===== config.mk =====
export PLATFORM = sky130hd
export DESIGN_NAME = midi_event_gate_generator
export DESIGN_NICKNAME = d
export VERILOG_FILES = /design/src/design/meg_pkg.sv /design/src/design/meg_csr.sv /design/src/design/meg_clock_div.sv /design/src/design/meg_core.sv /design/src/design/midi_event_gate_generator.sv
export SDC_FILE = /design/constraint.sdc
export NUM_CORES = 1
export LEC_CHECK = 0
export BUFFER_PORTS_ARGS = -buffer_cell sky130_fd_sc_hd__buf_4
export CAP_MARGIN = 30
export CORE_ASPECT_RATIO = 1.4
export CORE_UTILIZATION = 35
export CTS_CLUSTER_SIZE = 24
export DETAILED_ROUTE_END_ITERATION = 16
export HOLD_SLACK_MARGIN = 0.05
export SLEW_MARGIN = 20
export SYNTH_ARGS = -nofsm -noshare
export SYNTH_HDL_FRONTEND = slang
export SYNTH_SLANG_ARGS = --single-unit

===== constraint.sdc =====
create_clock -name clock -period 2.99 [get_ports clock]
set_input_delay 0 -clock clock [delete_from_list [all_inputs] [get_ports clock]]
set_output_delay 0 -clock clock [all_outputs]
set_load 0.03 [all_outputs]

===== src/design/meg_pkg.sv =====
// Package of the MIDI event gate generator: widths, codes, interval table and helpers.
package meg_pkg;

   localparam int GATES_DEF          = 8;
   localparam int INTERVAL_ITEMS_DEF = 30;
   localparam int MAX_GATES          = 8;
   localparam int TABLE_SIZE         = 30;
   localparam int TICKS_PER_BEAT     = 24;

   localparam int MODE_W     = 2;
   localparam int CHAN_W     = 5;
   localparam int NOTE_W     = 7;
   localparam int DRAW_W     = 7;
   localparam int DRAWS_W    = MAX_GATES * DRAW_W;
   localparam int INDEX_W    = 5;
   localparam int CHOICES_W  = MAX_GATES * INDEX_W;
   localparam int THRESH_W   = 7;
   localparam int TICK_W     = 5;
   localparam int BEAT_W     = 2;
   localparam int LANE_W     = 3;
   localparam int SKIP_W     = 3;
   localparam int CSR_IDX_W  = 2;
   localparam int CSR_DATA_W = 40;

   localparam int RECIP_SHIFT = 12;
   localparam int RECIP_ONE   = 1 << RECIP_SHIFT;
   localparam int RECIP_W     = RECIP_SHIFT + 1;
   localparam int GATE_NUM_W  = 4;
   localparam int PROD_W      = NOTE_W + RECIP_W;
   localparam int BACK_W      = NOTE_W + GATE_NUM_W;

   localparam logic [TICK_W-1:0] LAST_TICK = TICK_W'(TICKS_PER_BEAT - 1);

   typedef enum logic [MODE_W-1:0] {
      EV_NOTE_ON  = 2'd0,
      EV_NOTE_OFF = 2'd1,
      EV_CLOCK    = 2'd2,
      EV_START    = 2'd3
   } event_type;

   typedef enum logic [1:0] {
      OP_NOTE    = 2'd0,
      OP_CHANNEL = 2'd1,
      OP_CLOCK   = 2'd2,
      OP_OFF     = 2'd3
   } op_mode_type;

   typedef enum logic [CSR_IDX_W-1:0] {
      CSR_OP_MODE      = 2'd0,
      CSR_NOTE_CHANNEL = 2'd1,
      CSR_INTERVALS    = 2'd2,
      CSR_THRESHOLD    = 2'd3
   } csr_index_type;

   typedef enum logic [2:0] {
      DIV_24 = 3'd0,
      DIV_12 = 3'd1,
      DIV_8  = 3'd2,
      DIV_6  = 3'd3,
      DIV_4  = 3'd4,
      DIV_3  = 3'd5
   } div_type;

   typedef struct packed {
      div_type           div;
      logic [SKIP_W-1:0] skip;
   } interval_type;

   typedef struct packed {
      op_mode_type          op_mode;
      logic [CHAN_W-1:0]    note_channel;
      logic [CHOICES_W-1:0] interval_choices;
      logic [THRESH_W-1:0]  fire_threshold;
   } cfg_type;

   localparam logic [CHOICES_W-1:0] CHOICES_RESET = 40'd176196467078;

   localparam interval_type INTERVAL_TABLE [TABLE_SIZE] = '{
      '{DIV_24, 3'd0}, '{DIV_12, 3'd0}, '{DIV_6, 3'd0},
      '{DIV_3, 3'd0},  '{DIV_8, 3'd0},  '{DIV_4, 3'd0},
      '{DIV_24, 3'd1}, '{DIV_12, 3'd1}, '{DIV_6, 3'd1},
      '{DIV_3, 3'd1},  '{DIV_8, 3'd1},  '{DIV_4, 3'd1},
      '{DIV_24, 3'd2}, '{DIV_12, 3'd2}, '{DIV_6, 3'd2},
      '{DIV_3, 3'd2},  '{DIV_8, 3'd2},  '{DIV_4, 3'd2},
      '{DIV_24, 3'd3}, '{DIV_12, 3'd3}, '{DIV_6, 3'd3},
      '{DIV_3, 3'd3},  '{DIV_8, 3'd3},  '{DIV_4, 3'd3},
      '{DIV_24, 3'd4}, '{DIV_12, 3'd4}, '{DIV_6, 3'd4},
      '{DIV_3, 3'd4},  '{DIV_8, 3'd4},  '{DIV_4, 3'd4}
   };

   // Bit t of each mask is set when tick t is a multiple of the division.
   localparam logic [31:0] HIT_24 = 32'h0000_0001;
   localparam logic [31:0] HIT_12 = 32'h0000_1001;
   localparam logic [31:0] HIT_8  = 32'h0001_0101;
   localparam logic [31:0] HIT_6  = 32'h0004_1041;
   localparam logic [31:0] HIT_4  = 32'h0011_1111;
   localparam logic [31:0] HIT_3  = 32'h0024_9249;

   function automatic logic tick_hit(input div_type div, input logic [TICK_W-1:0] tick);
      logic hit;
      unique case (div)
         DIV_24:  hit = HIT_24[tick];
         DIV_12:  hit = HIT_12[tick];
         DIV_8:   hit = HIT_8[tick];
         DIV_6:   hit = HIT_6[tick];
         DIV_4:   hit = HIT_4[tick];
         DIV_3:   hit = HIT_3[tick];
         default: hit = 1'b0;
      endcase
      return hit;
   endfunction

   // Beat count modulo skip is zero; a skip of zero is handled by the draw.
   function automatic logic beat_hit(input logic [SKIP_W-1:0] skip,
                                     input logic [BEAT_W-1:0] beat);
      logic hit;
      unique case (skip)
         3'd1:    hit = 1'b1;
         3'd2:    hit = ~beat[0];
         3'd3:    hit = (beat == 2'd0) || (beat == 2'd3);
         3'd4:    hit = (beat == 2'd0);
         default: hit = 1'b0;
      endcase
      return hit;
   endfunction

   // Note number modulo the gate count. The quotient comes from a multiply by
   // the rounded-up reciprocal, which is exact for every 7-bit note.
   function automatic logic [LANE_W-1:0] note_lane(input logic [NOTE_W-1:0]     note,
                                                   input logic [RECIP_W-1:0]    recip,
                                                   input logic [GATE_NUM_W-1:0] gates);
      logic [PROD_W-1:0] product;
      logic [NOTE_W-1:0] quot;
      logic [BACK_W-1:0] back;
      logic [BACK_W-1:0] rem;
      product = PROD_W'(note) * PROD_W'(recip);
      quot    = product[RECIP_SHIFT +: NOTE_W];
      back    = BACK_W'(quot) * BACK_W'(gates);
      rem     = BACK_W'(note) - back;
      return rem[LANE_W-1:0];
   endfunction

endpackage


===== src/design/meg_csr.sv =====
// Configuration registers of the MIDI event gate generator.
module meg_csr
   import meg_pkg::*;
(
   input  logic                  clock,
   input  logic                  reset,
   input  logic                  csr_we,
   input  logic [CSR_IDX_W-1:0]  csr_index,
   input  logic [CSR_DATA_W-1:0] csr_wdata,
   output cfg_type               cfg,
   output logic                  mode_write
);

   cfg_type cfg_ff;
   cfg_type cfg_in;

   always_comb begin
      cfg_in     = cfg_ff;
      mode_write = 1'b0;
      if (csr_we) begin
         unique case (csr_index_type'(csr_index))
            CSR_OP_MODE: begin
               cfg_in.op_mode = op_mode_type'(csr_wdata[1:0]);
               mode_write     = 1'b1;
            end
            CSR_NOTE_CHANNEL: cfg_in.note_channel     = csr_wdata[CHAN_W-1:0];
            CSR_INTERVALS:    cfg_in.interval_choices = csr_wdata[CHOICES_W-1:0];
            CSR_THRESHOLD:    cfg_in.fire_threshold   = csr_wdata[THRESH_W-1:0];
            default:          cfg_in = cfg_ff;
         endcase
      end
   end

   always_ff @(posedge clock) begin
      if (reset) begin
         cfg_ff.op_mode          <= OP_CHANNEL;
         cfg_ff.note_channel     <= 5'd10;
         cfg_ff.interval_choices <= CHOICES_RESET;
         cfg_ff.fire_threshold   <= 7'd100;
      end else begin
         cfg_ff <= cfg_in;
      end
   end

   assign cfg = cfg_ff;

endmodule


===== src/design/meg_clock_div.sv =====
// Per-gate clock divider lanes: next gate levels on a MIDI clock event.
module meg_clock_div
   import meg_pkg::*;
#(
   parameter int GATES          = GATES_DEF,
   parameter int INTERVAL_ITEMS = INTERVAL_ITEMS_DEF
) (
   input  logic [CHOICES_W-1:0] interval_choices,
   input  logic [THRESH_W-1:0]  fire_threshold,
   input  logic [DRAWS_W-1:0]   random_draws,
   input  logic [TICK_W-1:0]    tick,
   input  logic [BEAT_W-1:0]    beat,
   input  logic [GATES-1:0]     gates_now,
   output logic [GATES-1:0]     gates_next
);

   localparam int ITEMS_EFF = (INTERVAL_ITEMS < TABLE_SIZE) ?
                              ((INTERVAL_ITEMS < 1) ? 1 : INTERVAL_ITEMS) : TABLE_SIZE;
   localparam logic [INDEX_W-1:0] ITEMS_LIMIT = INDEX_W'(ITEMS_EFF);
   localparam logic [INDEX_W-1:0] LAST_INDEX  = INDEX_W'(ITEMS_EFF - 1);

   for (genvar g = 0; g < GATES; g++) begin : g_lane
      logic [INDEX_W-1:0] raw_index;
      logic [INDEX_W-1:0] index;
      interval_type       entry;
      logic [DRAW_W-1:0]  draw;
      logic               fire;

      always_comb begin
         raw_index = interval_choices[INDEX_W*g +: INDEX_W];
         index     = (raw_index >= ITEMS_LIMIT) ? LAST_INDEX : raw_index;
         entry     = INTERVAL_TABLE[index];
         draw      = random_draws[DRAW_W*g +: DRAW_W];
         if (entry.skip == '0) begin
            fire = (draw < fire_threshold);
         end else begin
            fire = beat_hit(entry.skip, beat);
         end
         // Off the division the gate drops; on it, a miss keeps the old level.
         if (tick_hit(entry.div, tick)) begin
            gates_next[g] = gates_now[g] | fire;
         end else begin
            gates_next[g] = 1'b0;
         end
      end
   end

endmodule


===== src/design/meg_core.sv =====
// Event decode, gate and tick state, and the result register.
module meg_core
   import meg_pkg::*;
#(
   parameter int GATES          = GATES_DEF,
   parameter int INTERVAL_ITEMS = INTERVAL_ITEMS_DEF
) (
   input  logic                 clock,
   input  logic                 reset,
   input  cfg_type              cfg,
   input  logic                 mode_write,
   input  logic                 in_valid,
   input  logic [MODE_W-1:0]    in_mode,
   input  logic [CHAN_W-1:0]    in_channel,
   input  logic [NOTE_W-1:0]    in_note,
   input  logic [DRAWS_W-1:0]   in_random_draws,
   output logic                 out_free,
   output logic                 rsp_valid,
   input  logic                 rsp_ready,
   output logic [MAX_GATES-1:0] rsp_gate_levels
);

   localparam logic [CHAN_W-1:0]     CHAN_FIRST = CHAN_W'(GATES + 1);
   localparam logic [CHAN_W-1:0]     CHAN_LIMIT = CHAN_W'(2 * GATES + 1);
   localparam logic [RECIP_W-1:0]    NOTE_RECIP = RECIP_W'((RECIP_ONE + GATES - 1) / GATES);
   localparam logic [GATE_NUM_W-1:0] GATE_NUM   = GATE_NUM_W'(GATES);

   logic [GATES-1:0]     gate_bits_ff, gate_bits_in;
   logic [TICK_W-1:0]    tick_ff, tick_in;
   logic [BEAT_W-1:0]    beat_ff, beat_in;
   logic                 rsp_valid_ff, rsp_valid_in;
   logic [MAX_GATES-1:0] rsp_levels_ff, rsp_levels_in;

   logic                 advance;
   logic                 note_hit;
   logic [LANE_W-1:0]    note_lane_sel;
   logic [CHAN_W-1:0]    chan_offset;
   logic [GATES-1:0]     note_bit;
   logic [GATES-1:0]     clock_gates;
   logic                 clock_active;

   meg_clock_div #(
      .GATES          (GATES),
      .INTERVAL_ITEMS (INTERVAL_ITEMS)
   ) u_clock_div (
      .interval_choices (cfg.interval_choices),
      .fire_threshold   (cfg.fire_threshold),
      .random_draws     (in_random_draws),
      .tick             (tick_ff),
      .beat             (beat_ff),
      .gates_now        (gate_bits_ff),
      .gates_next       (clock_gates)
   );

   assign out_free     = ~rsp_valid_ff | rsp_ready;
   assign advance      = in_valid & out_free;
   assign clock_active = (cfg.op_mode == OP_CLOCK);
   assign chan_offset  = in_channel - CHAN_FIRST;

   // Which gate a note event addresses, if any.
   always_comb begin
      note_hit      = 1'b0;
      note_lane_sel = '0;
      unique case (cfg.op_mode)
         OP_NOTE: begin
            note_hit      = (in_channel == cfg.note_channel);
            note_lane_sel = note_lane(in_note, NOTE_RECIP, GATE_NUM);
         end
         OP_CHANNEL: begin
            note_hit      = (in_channel >= CHAN_FIRST) && (in_channel < CHAN_LIMIT);
            note_lane_sel = chan_offset[LANE_W-1:0];
         end
         default: begin
            note_hit      = 1'b0;
            note_lane_sel = '0;
         end
      endcase
      for (int g = 0; g < GATES; g++) begin
         note_bit[g] = note_hit && (note_lane_sel == LANE_W'(g));
      end
   end

   always_comb begin
      gate_bits_in  = gate_bits_ff;
      tick_in       = tick_ff;
      beat_in       = beat_ff;
      rsp_levels_in = rsp_levels_ff;
      rsp_valid_in  = rsp_valid_ff & ~rsp_ready;
      if (advance) begin
         unique case (event_type'(in_mode))
            EV_NOTE_ON:  gate_bits_in = gate_bits_ff | note_bit;
            EV_NOTE_OFF: gate_bits_in = gate_bits_ff & ~note_bit;
            EV_CLOCK: begin
               if (clock_active) begin
                  gate_bits_in = clock_gates;
                  if (tick_ff == LAST_TICK) begin
                     tick_in = '0;
                     beat_in = beat_ff + 2'd1;
                  end else begin
                     tick_in = tick_ff + 5'd1;
                  end
               end
            end
            EV_START:    tick_in = '0;
            default:     gate_bits_in = gate_bits_ff;
         endcase
         rsp_levels_in = MAX_GATES'(gate_bits_in);
         rsp_valid_in  = 1'b1;
      end else if (mode_write) begin
         gate_bits_in = '0;
      end
   end

   always_ff @(posedge clock) begin
      if (reset) begin
         gate_bits_ff <= '0;
         tick_ff      <= '0;
         beat_ff      <= '0;
         rsp_valid_ff <= 1'b0;
      end else begin
         gate_bits_ff <= gate_bits_in;
         tick_ff      <= tick_in;
         beat_ff      <= beat_in;
         rsp_valid_ff <= rsp_valid_in;
      end
   end

   always_ff @(posedge clock) begin
      rsp_levels_ff <= rsp_levels_in;
   end

   assign rsp_valid       = rsp_valid_ff;
   assign rsp_gate_levels = rsp_levels_ff;

endmodule


===== src/design/midi_event_gate_generator.sv =====
// Top level of the MIDI event gate generator: input register, config and gate core.
//
//   Channel   Ports                                    Flow
//   req       req_valid/req_ready, mode..random_draws  MIDI event in
//   rsp       rsp_valid/rsp_ready, rsp_gate_levels     gate levels out
//   csr       csr_we, csr_index, csr_wdata             register write, no wait
//
// An item waits in the input register and moves on to the result register when
// the result side is free: one item per cycle sustained while rsp_ready holds.
// The single gate state update between the two registers sets the rate.
// Reset is synchronous: gates low, tick and beat counts zero, both registers empty.
// A stalled result holds; req_ready stays high while the result side can move.
module midi_event_gate_generator
   import meg_pkg::*;
#(
   parameter int GATES          = GATES_DEF,
   parameter int INTERVAL_ITEMS = INTERVAL_ITEMS_DEF
) (
   input  logic                  clock,
   input  logic                  reset,
   input  logic                  req_valid,
   output logic                  req_ready,
   input  logic [MODE_W-1:0]     req_mode,
   input  logic [CHAN_W-1:0]     req_channel,
   input  logic [NOTE_W-1:0]     req_note,
   input  logic [DRAWS_W-1:0]    req_random_draws,
   output logic                  rsp_valid,
   input  logic                  rsp_ready,
   output logic [MAX_GATES-1:0]  rsp_gate_levels,
   input  logic                  csr_we,
   input  logic [CSR_IDX_W-1:0]  csr_index,
   input  logic [CSR_DATA_W-1:0] csr_wdata
);

   cfg_type cfg;
   logic    mode_write;
   logic    out_free;

   logic                in_valid_ff, in_valid_in;
   logic [MODE_W-1:0]   in_mode_ff;
   logic [CHAN_W-1:0]   in_channel_ff;
   logic [NOTE_W-1:0]   in_note_ff;
   logic [DRAWS_W-1:0]  in_draws_ff;
   logic                take;

   meg_csr u_csr (
      .clock      (clock),
      .reset      (reset),
      .csr_we     (csr_we),
      .csr_index  (csr_index),
      .csr_wdata  (csr_wdata),
      .cfg        (cfg),
      .mode_write (mode_write)
   );

   // The input register refills in the same cycle its item moves on.
   assign req_ready   = ~in_valid_ff | out_free;
   assign take        = req_valid & req_ready;
   assign in_valid_in = take | (in_valid_ff & ~out_free);

   always_ff @(posedge clock) begin
      if (reset) begin
         in_valid_ff <= 1'b0;
      end else begin
         in_valid_ff <= in_valid_in;
      end
   end

   always_ff @(posedge clock) begin
      if (take) begin
         in_mode_ff    <= req_mode;
         in_channel_ff <= req_channel;
         in_note_ff    <= req_note;
         in_draws_ff   <= req_random_draws;
      end
   end

   meg_core #(
      .GATES          (GATES),
      .INTERVAL_ITEMS (INTERVAL_ITEMS)
   ) u_core (
      .clock           (clock),
      .reset           (reset),
      .cfg             (cfg),
      .mode_write      (mode_write),
      .in_valid        (in_valid_ff),
      .in_mode         (in_mode_ff),
      .in_channel      (in_channel_ff),
      .in_note         (in_note_ff),
      .in_random_draws (in_draws_ff),
      .out_free        (out_free),
      .rsp_valid       (rsp_valid),
      .rsp_ready       (rsp_ready),
      .rsp_gate_levels (rsp_gate_levels)
   );

endmodule


# Word level (Yosys, flattened, before mapping)
# Memories as Yosys holds them, arrays and structs flattened. A register that Yosys moved wholly into a read port is not among the register bits.
# Cells that the tools add are included.
# word_totals
output_inout_bits	10
romBits	1728
ff_bits	145
memories	14
input_bits	117
word_cells	306
# op_classes
n_addsub	4
bitwise_logic	31
mux	86
n_eq_ne	91
order_cmp	27
n_reduce_logical	39
# memory_table
name	depth	word_bits	read_ports	rd_ports_with_merged_regs	wr	line	rtl
(no name shown)	32	6	1	0	0	meg_clock_div.sv:32	entry = INTERVAL_TABLE[index];
(no name shown)	32	6	1	0	0	meg_clock_div.sv:32	
(no name shown)	32	6	1	0	0	meg_clock_div.sv:32	
(no name shown)	32	6	1	0	0	meg_clock_div.sv:32	
(no name shown)	32	6	1	0	0	meg_clock_div.sv:32	
(no name shown)	32	6	1	0	0	meg_clock_div.sv:32	
8 more memories	-	-	-	-	-	-	
# op_table
cell	count
2-to-1 mux 5 bit	22
equality test 3 x 2 -> 1 bit, second input constant	34
2-to-1 mux 6 bit	16
equality test 3 bit, second input constant	28
less-than comparator 7 bit	8
equality test 3 x 1 -> 1 bit, second input constant	17
zero test 3 bit	17
>= comparator 6 bit, second input constant	8
NOT 5 -> 6 bit	8
one-hot mux 1 bit (6 select lines)	8
>= comparator 5 bit, second input constant	8
one-hot mux 1 bit (4 select lines)	8
2-to-1 mux 1 bit	25
2-to-1 mux 8 bit	3
one-hot mux 8 bit (3 select lines)	1
equality test 2 bit, second input constant	6
OR 1 bit	11
one-hot mux 5 bit (2 select lines)	1
logical AND 1 bit	9
bitwise AND 8 bit	1
zero test 2 bit	4
NOT 8 bit	1
OR 8 bit	1
AND reduction 2 bit	4
18 further kinds	29

# Longest topological paths before layout
# logic_depth
word_depth	14
ltp_mapped	13
depth_no_buf	12

# Hierarchy
# Synthesis repeated with hierarchy kept, for this count alone.
# unflattened
hier_cells	1066
hier_area_um2	10018.4
# by_module_without_submodules
module	area_per_inst_um2	instances	cells_per_inst	seq_area_each_um2
meg_clock_div	3813.7	1	549	0.0
meg_csr	2287.2	1	230	1081.0
midi_event_gate_generator	2157.1	1	75	2122.0
meg_core	1760.4	1	212	560.5

# Worst setup path after synthesis
# Ideal clock, no wire load.
# synth_timing
kind	reg2reg
startpoint	register u_core.rsp_valid_ff (netlist: u_core.rsp_valid)
endpoint	register in_channel_ff[0] (enable)
slack_ns	0.106
arrival_ns	2.454
path_buffers	0
setup_time_ns	0.431
period_less_slack_ns	2.884
required_time_ns	2.559
path_stages_with_launch	4
cell_sequence	dfxtp_1 -> nor2b_1 -> nand2_1 -> and2_1
# synth_via
elab_chain_len	4
# synth_rtl
element	line	rtl
start: declaration	meg_core.sv:31	logic rsp_valid_ff, rsp_valid_in;
start signal: assignment	meg_core.sv:124	rsp_valid_ff <= rsp_valid_in;
NOT 1 bit	meg_core.sv:55	assign out_free = ~rsp_valid_ff | rsp_ready;
OR 1 bit	meg_core.sv:55	
OR 1 bit	midi_event_gate_generator.sv:57	assign req_ready = ~in_valid_ff | out_free;
net req_ready	midi_event_gate_generator.sv:22	output logic req_ready,
bitwise AND 1 bit	midi_event_gate_generator.sv:58	assign take = req_valid & req_ready;
net take	midi_event_gate_generator.sv:44	logic take;
end signal: assignment	midi_event_gate_generator.sv:72	in_channel_ff <= req_channel;
end: declaration	midi_event_gate_generator.sv:41	logic [CHAN_W-1:0] in_channel_ff;
# The timed path passes the listed nets, and every way through them passes these cells.
# A chain may end at the register's enable or synchronous reset.

# Worst setup path after layout
# layout_timing
startpoint	register, netlist name u_csr.cfg[4]
endpoint	register u_core.gate_bits_ff[5]
# layout_via
elab_chain_len	7
# layout_rtl
element	line	rtl
less-than comparator 7 bit	meg_clock_div.sv:35	fire = (draw < fire_threshold);
2-to-1 mux 1 bit	meg_clock_div.sv:34	if (entry.skip == '0) begin
OR 1 bit	meg_clock_div.sv:41	gates_next[g] = gates_now[g] | fire;
2-to-1 mux 1 bit	meg_clock_div.sv:40	if (tick_hit(entry.div, tick)) begin
2-to-1 mux 8 bit	meg_core.sv:94	if (clock_active) begin
one-hot mux 8 bit (3 select lines)	meg_core.sv:90	unique case (event_type'(in_mode))
2-to-1 mux 8 bit	meg_core.sv:89	if (advance) begin
end signal: assignment	meg_core.sv:121	gate_bits_ff <= gate_bits_in;
end: declaration	meg_core.sv:28	logic [GATES-1:0] gate_bits_ff, gate_bits_in;
# Every way passes these cells.

==> results.tsv <==
metric	value	unit
status	complete, no violations	
setup_viol	0	
period_needed	2.62	ns
layout.nets	1510	
drv_cap	0	
async_flop_share	0	%
grt_overflow	0	
cp-start-kind	flop	
hp-class	in -> reg	
final_util	48.2	%
cp.arrival	3.00	ns
io_buffer_count	122	
root_buffer	clkbuf_16	
synthTopCellsByArea	edfxtp_1, dfxtp_1, ha_1, nand2_1, a21oi_1	
die_y	199	microns
core_area	0.0271	sq mm
drv_slew	0	
synth.distinct_cells	91	
dp_hpwl	20000	microns
ant_nets	0	
synth_cells	1110	
syn_area_per_cell	8.77	sq um
grt_start_max_net_pins	47	
critPathCaptureType	flop	
post-route-period-util	87.5	%
path_delay_family	compound AO/OA/AOI/OAI gates	
syn_to_final_growth	34.0	%
grt_usage	20.7	%
max_freq	382	MHz
synth-main-ff-cell	dfxtp_1	
cts.path.max_buffers	2	
cp_num_buf_inv	1	
worstPathCellList	inv_1 -> ha_1 -> a21oi_1 -> nor2b_1 -> o41ai_1 -> a31oi_1 -> o31a_1 -> a311oi_2 -> a22o_1	
p_leak	5.16	nW
die_w	143	microns
grt_pass1_wl	45300	microns
die-area	0.0285	sq mm
numCtsBuffers	17	
nFillCells	2554	
tritoncts	yes	
ios	127	
gp_congestion	0.898	
clk_latency	0.44	ns
worstMarginPinSlew	0.837	ns
synth-seq-cells	151	
cp.required	3.37	ns
max_stage_delay	0.60	ns
fin_setup_tns	0	ns
antenna_found_initial	0	
yosysWarningCount	0	
timing.hold.ws	0.270	ns
drc	0	
clkSlewWorstSetupHoldPaths	0.06	ns
relSlewSlack	44.2	%
synth.top_cell.area_share	22.8	%
ir_worst_vdd	0.000425	V
cp_max_fo	8	
place_ws	0.354	ns
skew	0.00889	ns
p_per_area	433	mW/mm^2
setup_ws	0.375	ns
initial_core_util	35.9	%
critical_path_class	reg -> reg	
vias	9046	
syn-num-nets	1282	
final_layout_size_suffix_gt1_share	15.6	%
final-hold-violation-count	0	
rsz0062_at_grt	no	
drt_pass1_iterations	5	
netlist_area	0.00974	sq mm
crit_path_top_delay_cell	o41ai_1	
cts_max_level	4	
n_antenna_cell	0	
cts.sinks	151	
ys_seq_area_share	38.6	%
grt_pass1_vias	8771	
yosys.area.top_type	edfxtp_1	
wl	28200	microns
core.rowCount	71	
vias_per_cell	5.27	
synth-edff-count	74	
dr.first_iter.drc_count	659	
wl_per_cell	16.5	microns
==> final cells by class <==
class | count | area [sq um] | share of cell area [%]
inverter | 41 | 154 | 1.18
sequential | 151 | 3760 | 28.8
tap | 365 | 457 | 3.50
multi-input combinational | 837 | 5500 | 42.2
clock buffer | 17 | 425 | 3.26
timing repair buffer | 290 | 2530 | 19.4
clock inverter | 14 | 223 | 1.71
==> synth_stat cells (8+ instances only) <==
master,n
a211o_1,13
a211oi_1,10
a21o_1,8
a21oi_1,84
a221oi_1,11
a22o_1,12
a22oi_1,8
a31oi_1,14
buf_1,10
buf_2,14
clkbuf_1,57
dfxtp_1,77
edfxtp_1,74
ha_1,55
inv_1,40
mux2i_1,24
nand2_1,146
nand2b_1,19
nand3_1,23
nand3b_1,19
nand4_1,10
nor2_1,82
nor2b_1,30
nor3_1,14
nor3b_1,9
nor4_1,8
o2111ai_1,11
o21ai_0,44
o21ai_1,12
o31ai_1,9
xnor2_1,26
xor2_1,12
==> through the flow <==
step                      instance area, sq um  power, W  cells
after detailed placement                 11100   0.00317   1549
final                                    13100   0.00565   1715
after CTS                                13100   0.00569   1715
after floorplan                           9740   0.00287   1110
after global routing                     13100   0.00588   1715
after global placement                   11100   0.00315   1549
==> placed cells by master, fill, tap and decap left out, types with 8 or more instances in the layout <==
cell type      netlist  final
buf_4                0    154
nand2_1            146    146
dlygate4sd3_1        0    135
a21oi_1             84     84
nor2_1              82     81
dfxtp_1             77     77
edfxtp_1            74     74
ha_1                55     55
o21ai_0             44     44
inv_1               40     40
nor2b_1             30     30
xnor2_1             26     26
mux2i_1             24     24
nand3_1             23     23
nand2b_1            19     19
nand3b_1            19     19
clkbuf_16            0     17
a31oi_1             14     14
nor3_1              14     14
a211o_1             13     13
xor2_1              12     12
o21ai_1             12     12
a22o_1              12     12
o2111ai_1           11     11
a221oi_1            11     11
a211oi_1            10     10
nand4_1             10     10
nor3b_1              9      9
o31ai_1              9      9
a22oi_1              8      8
nor4_1               8      8
a21o_1               8      8
==> layer usage <==
metal  vias up  track usage [%]  wire [microns]
met1      4267             23.7           11800
met3        55             3.04             827
li1       4526                -               -
met4         0             10.5            1140
met2       198             37.2           14500
met5         -                0               0
==> repair_timing <==
action / in CTS / in global routing
hold buffers: 135 / 0
gates resized for setup: 0 / 0
setup buffers: 0 / 0
setup endpoints to repair: 0 / 0
hold endpoints to repair: 126 / 0
==> cells by family (layout without fill, tap and decap cells) <==
family	count (synthesis)	after routing	share of synthesized area (%)
AOI/OAI and AO/OA	316	316	22.3
xor gates and xnor gates	38	38	3.42
adders and majority gates	59	59	7.48
buffers and inverters	122	362	4.88
DFF	151	151	38.6
muxes	30	30	3.16
and+or+nand+nor	394	394	20.1
==> power breakdown <==
part | switching, W | internal, W
combinational | 0.000410 | 0.000470
clock | 0.000907 | 0.00148
sequential | 0.000110 | 0.00227
==> registers in the layout, summed over array words and instances, names as in the netlist, named ones only <==
register / count
u_core.tick_ff: 5
in_mode_ff: 2
in_note_ff: 3
in_draws_ff: 56
u_core.rsp_gate_levels: 8
in_channel_ff: 5
u_core.rsp_valid: 1
u_csr.cfg: 54
in_valid_ff: 1
u_core.beat_ff: 2
u_core.gate_bits_ff: 8
==> worst paths after layout <==
path,start,end,slack (ns),depth (start not counted)
setup reg to reg,u_csr.cfg[4]$_SDFFE_PP0P_,u_core.gate_bits_ff[5]$_SDFFE_PP0P_,0.37,9
hold reg to reg,u_csr.cfg[3]$_SDFFE_PP0P_,u_csr.cfg[3]$_SDFFE_PP0P_,0.46,2
hold / removal,req_random_draws[2],in_draws_ff[2]$_DFFE_PP_,0.27,2
setup / recovery,u_csr.cfg[4]$_SDFFE_PP0P_,u_core.gate_bits_ff[5]$_SDFFE_PP0P_,0.37,9
No activity file was read; power rests on OpenSTA's default activity.
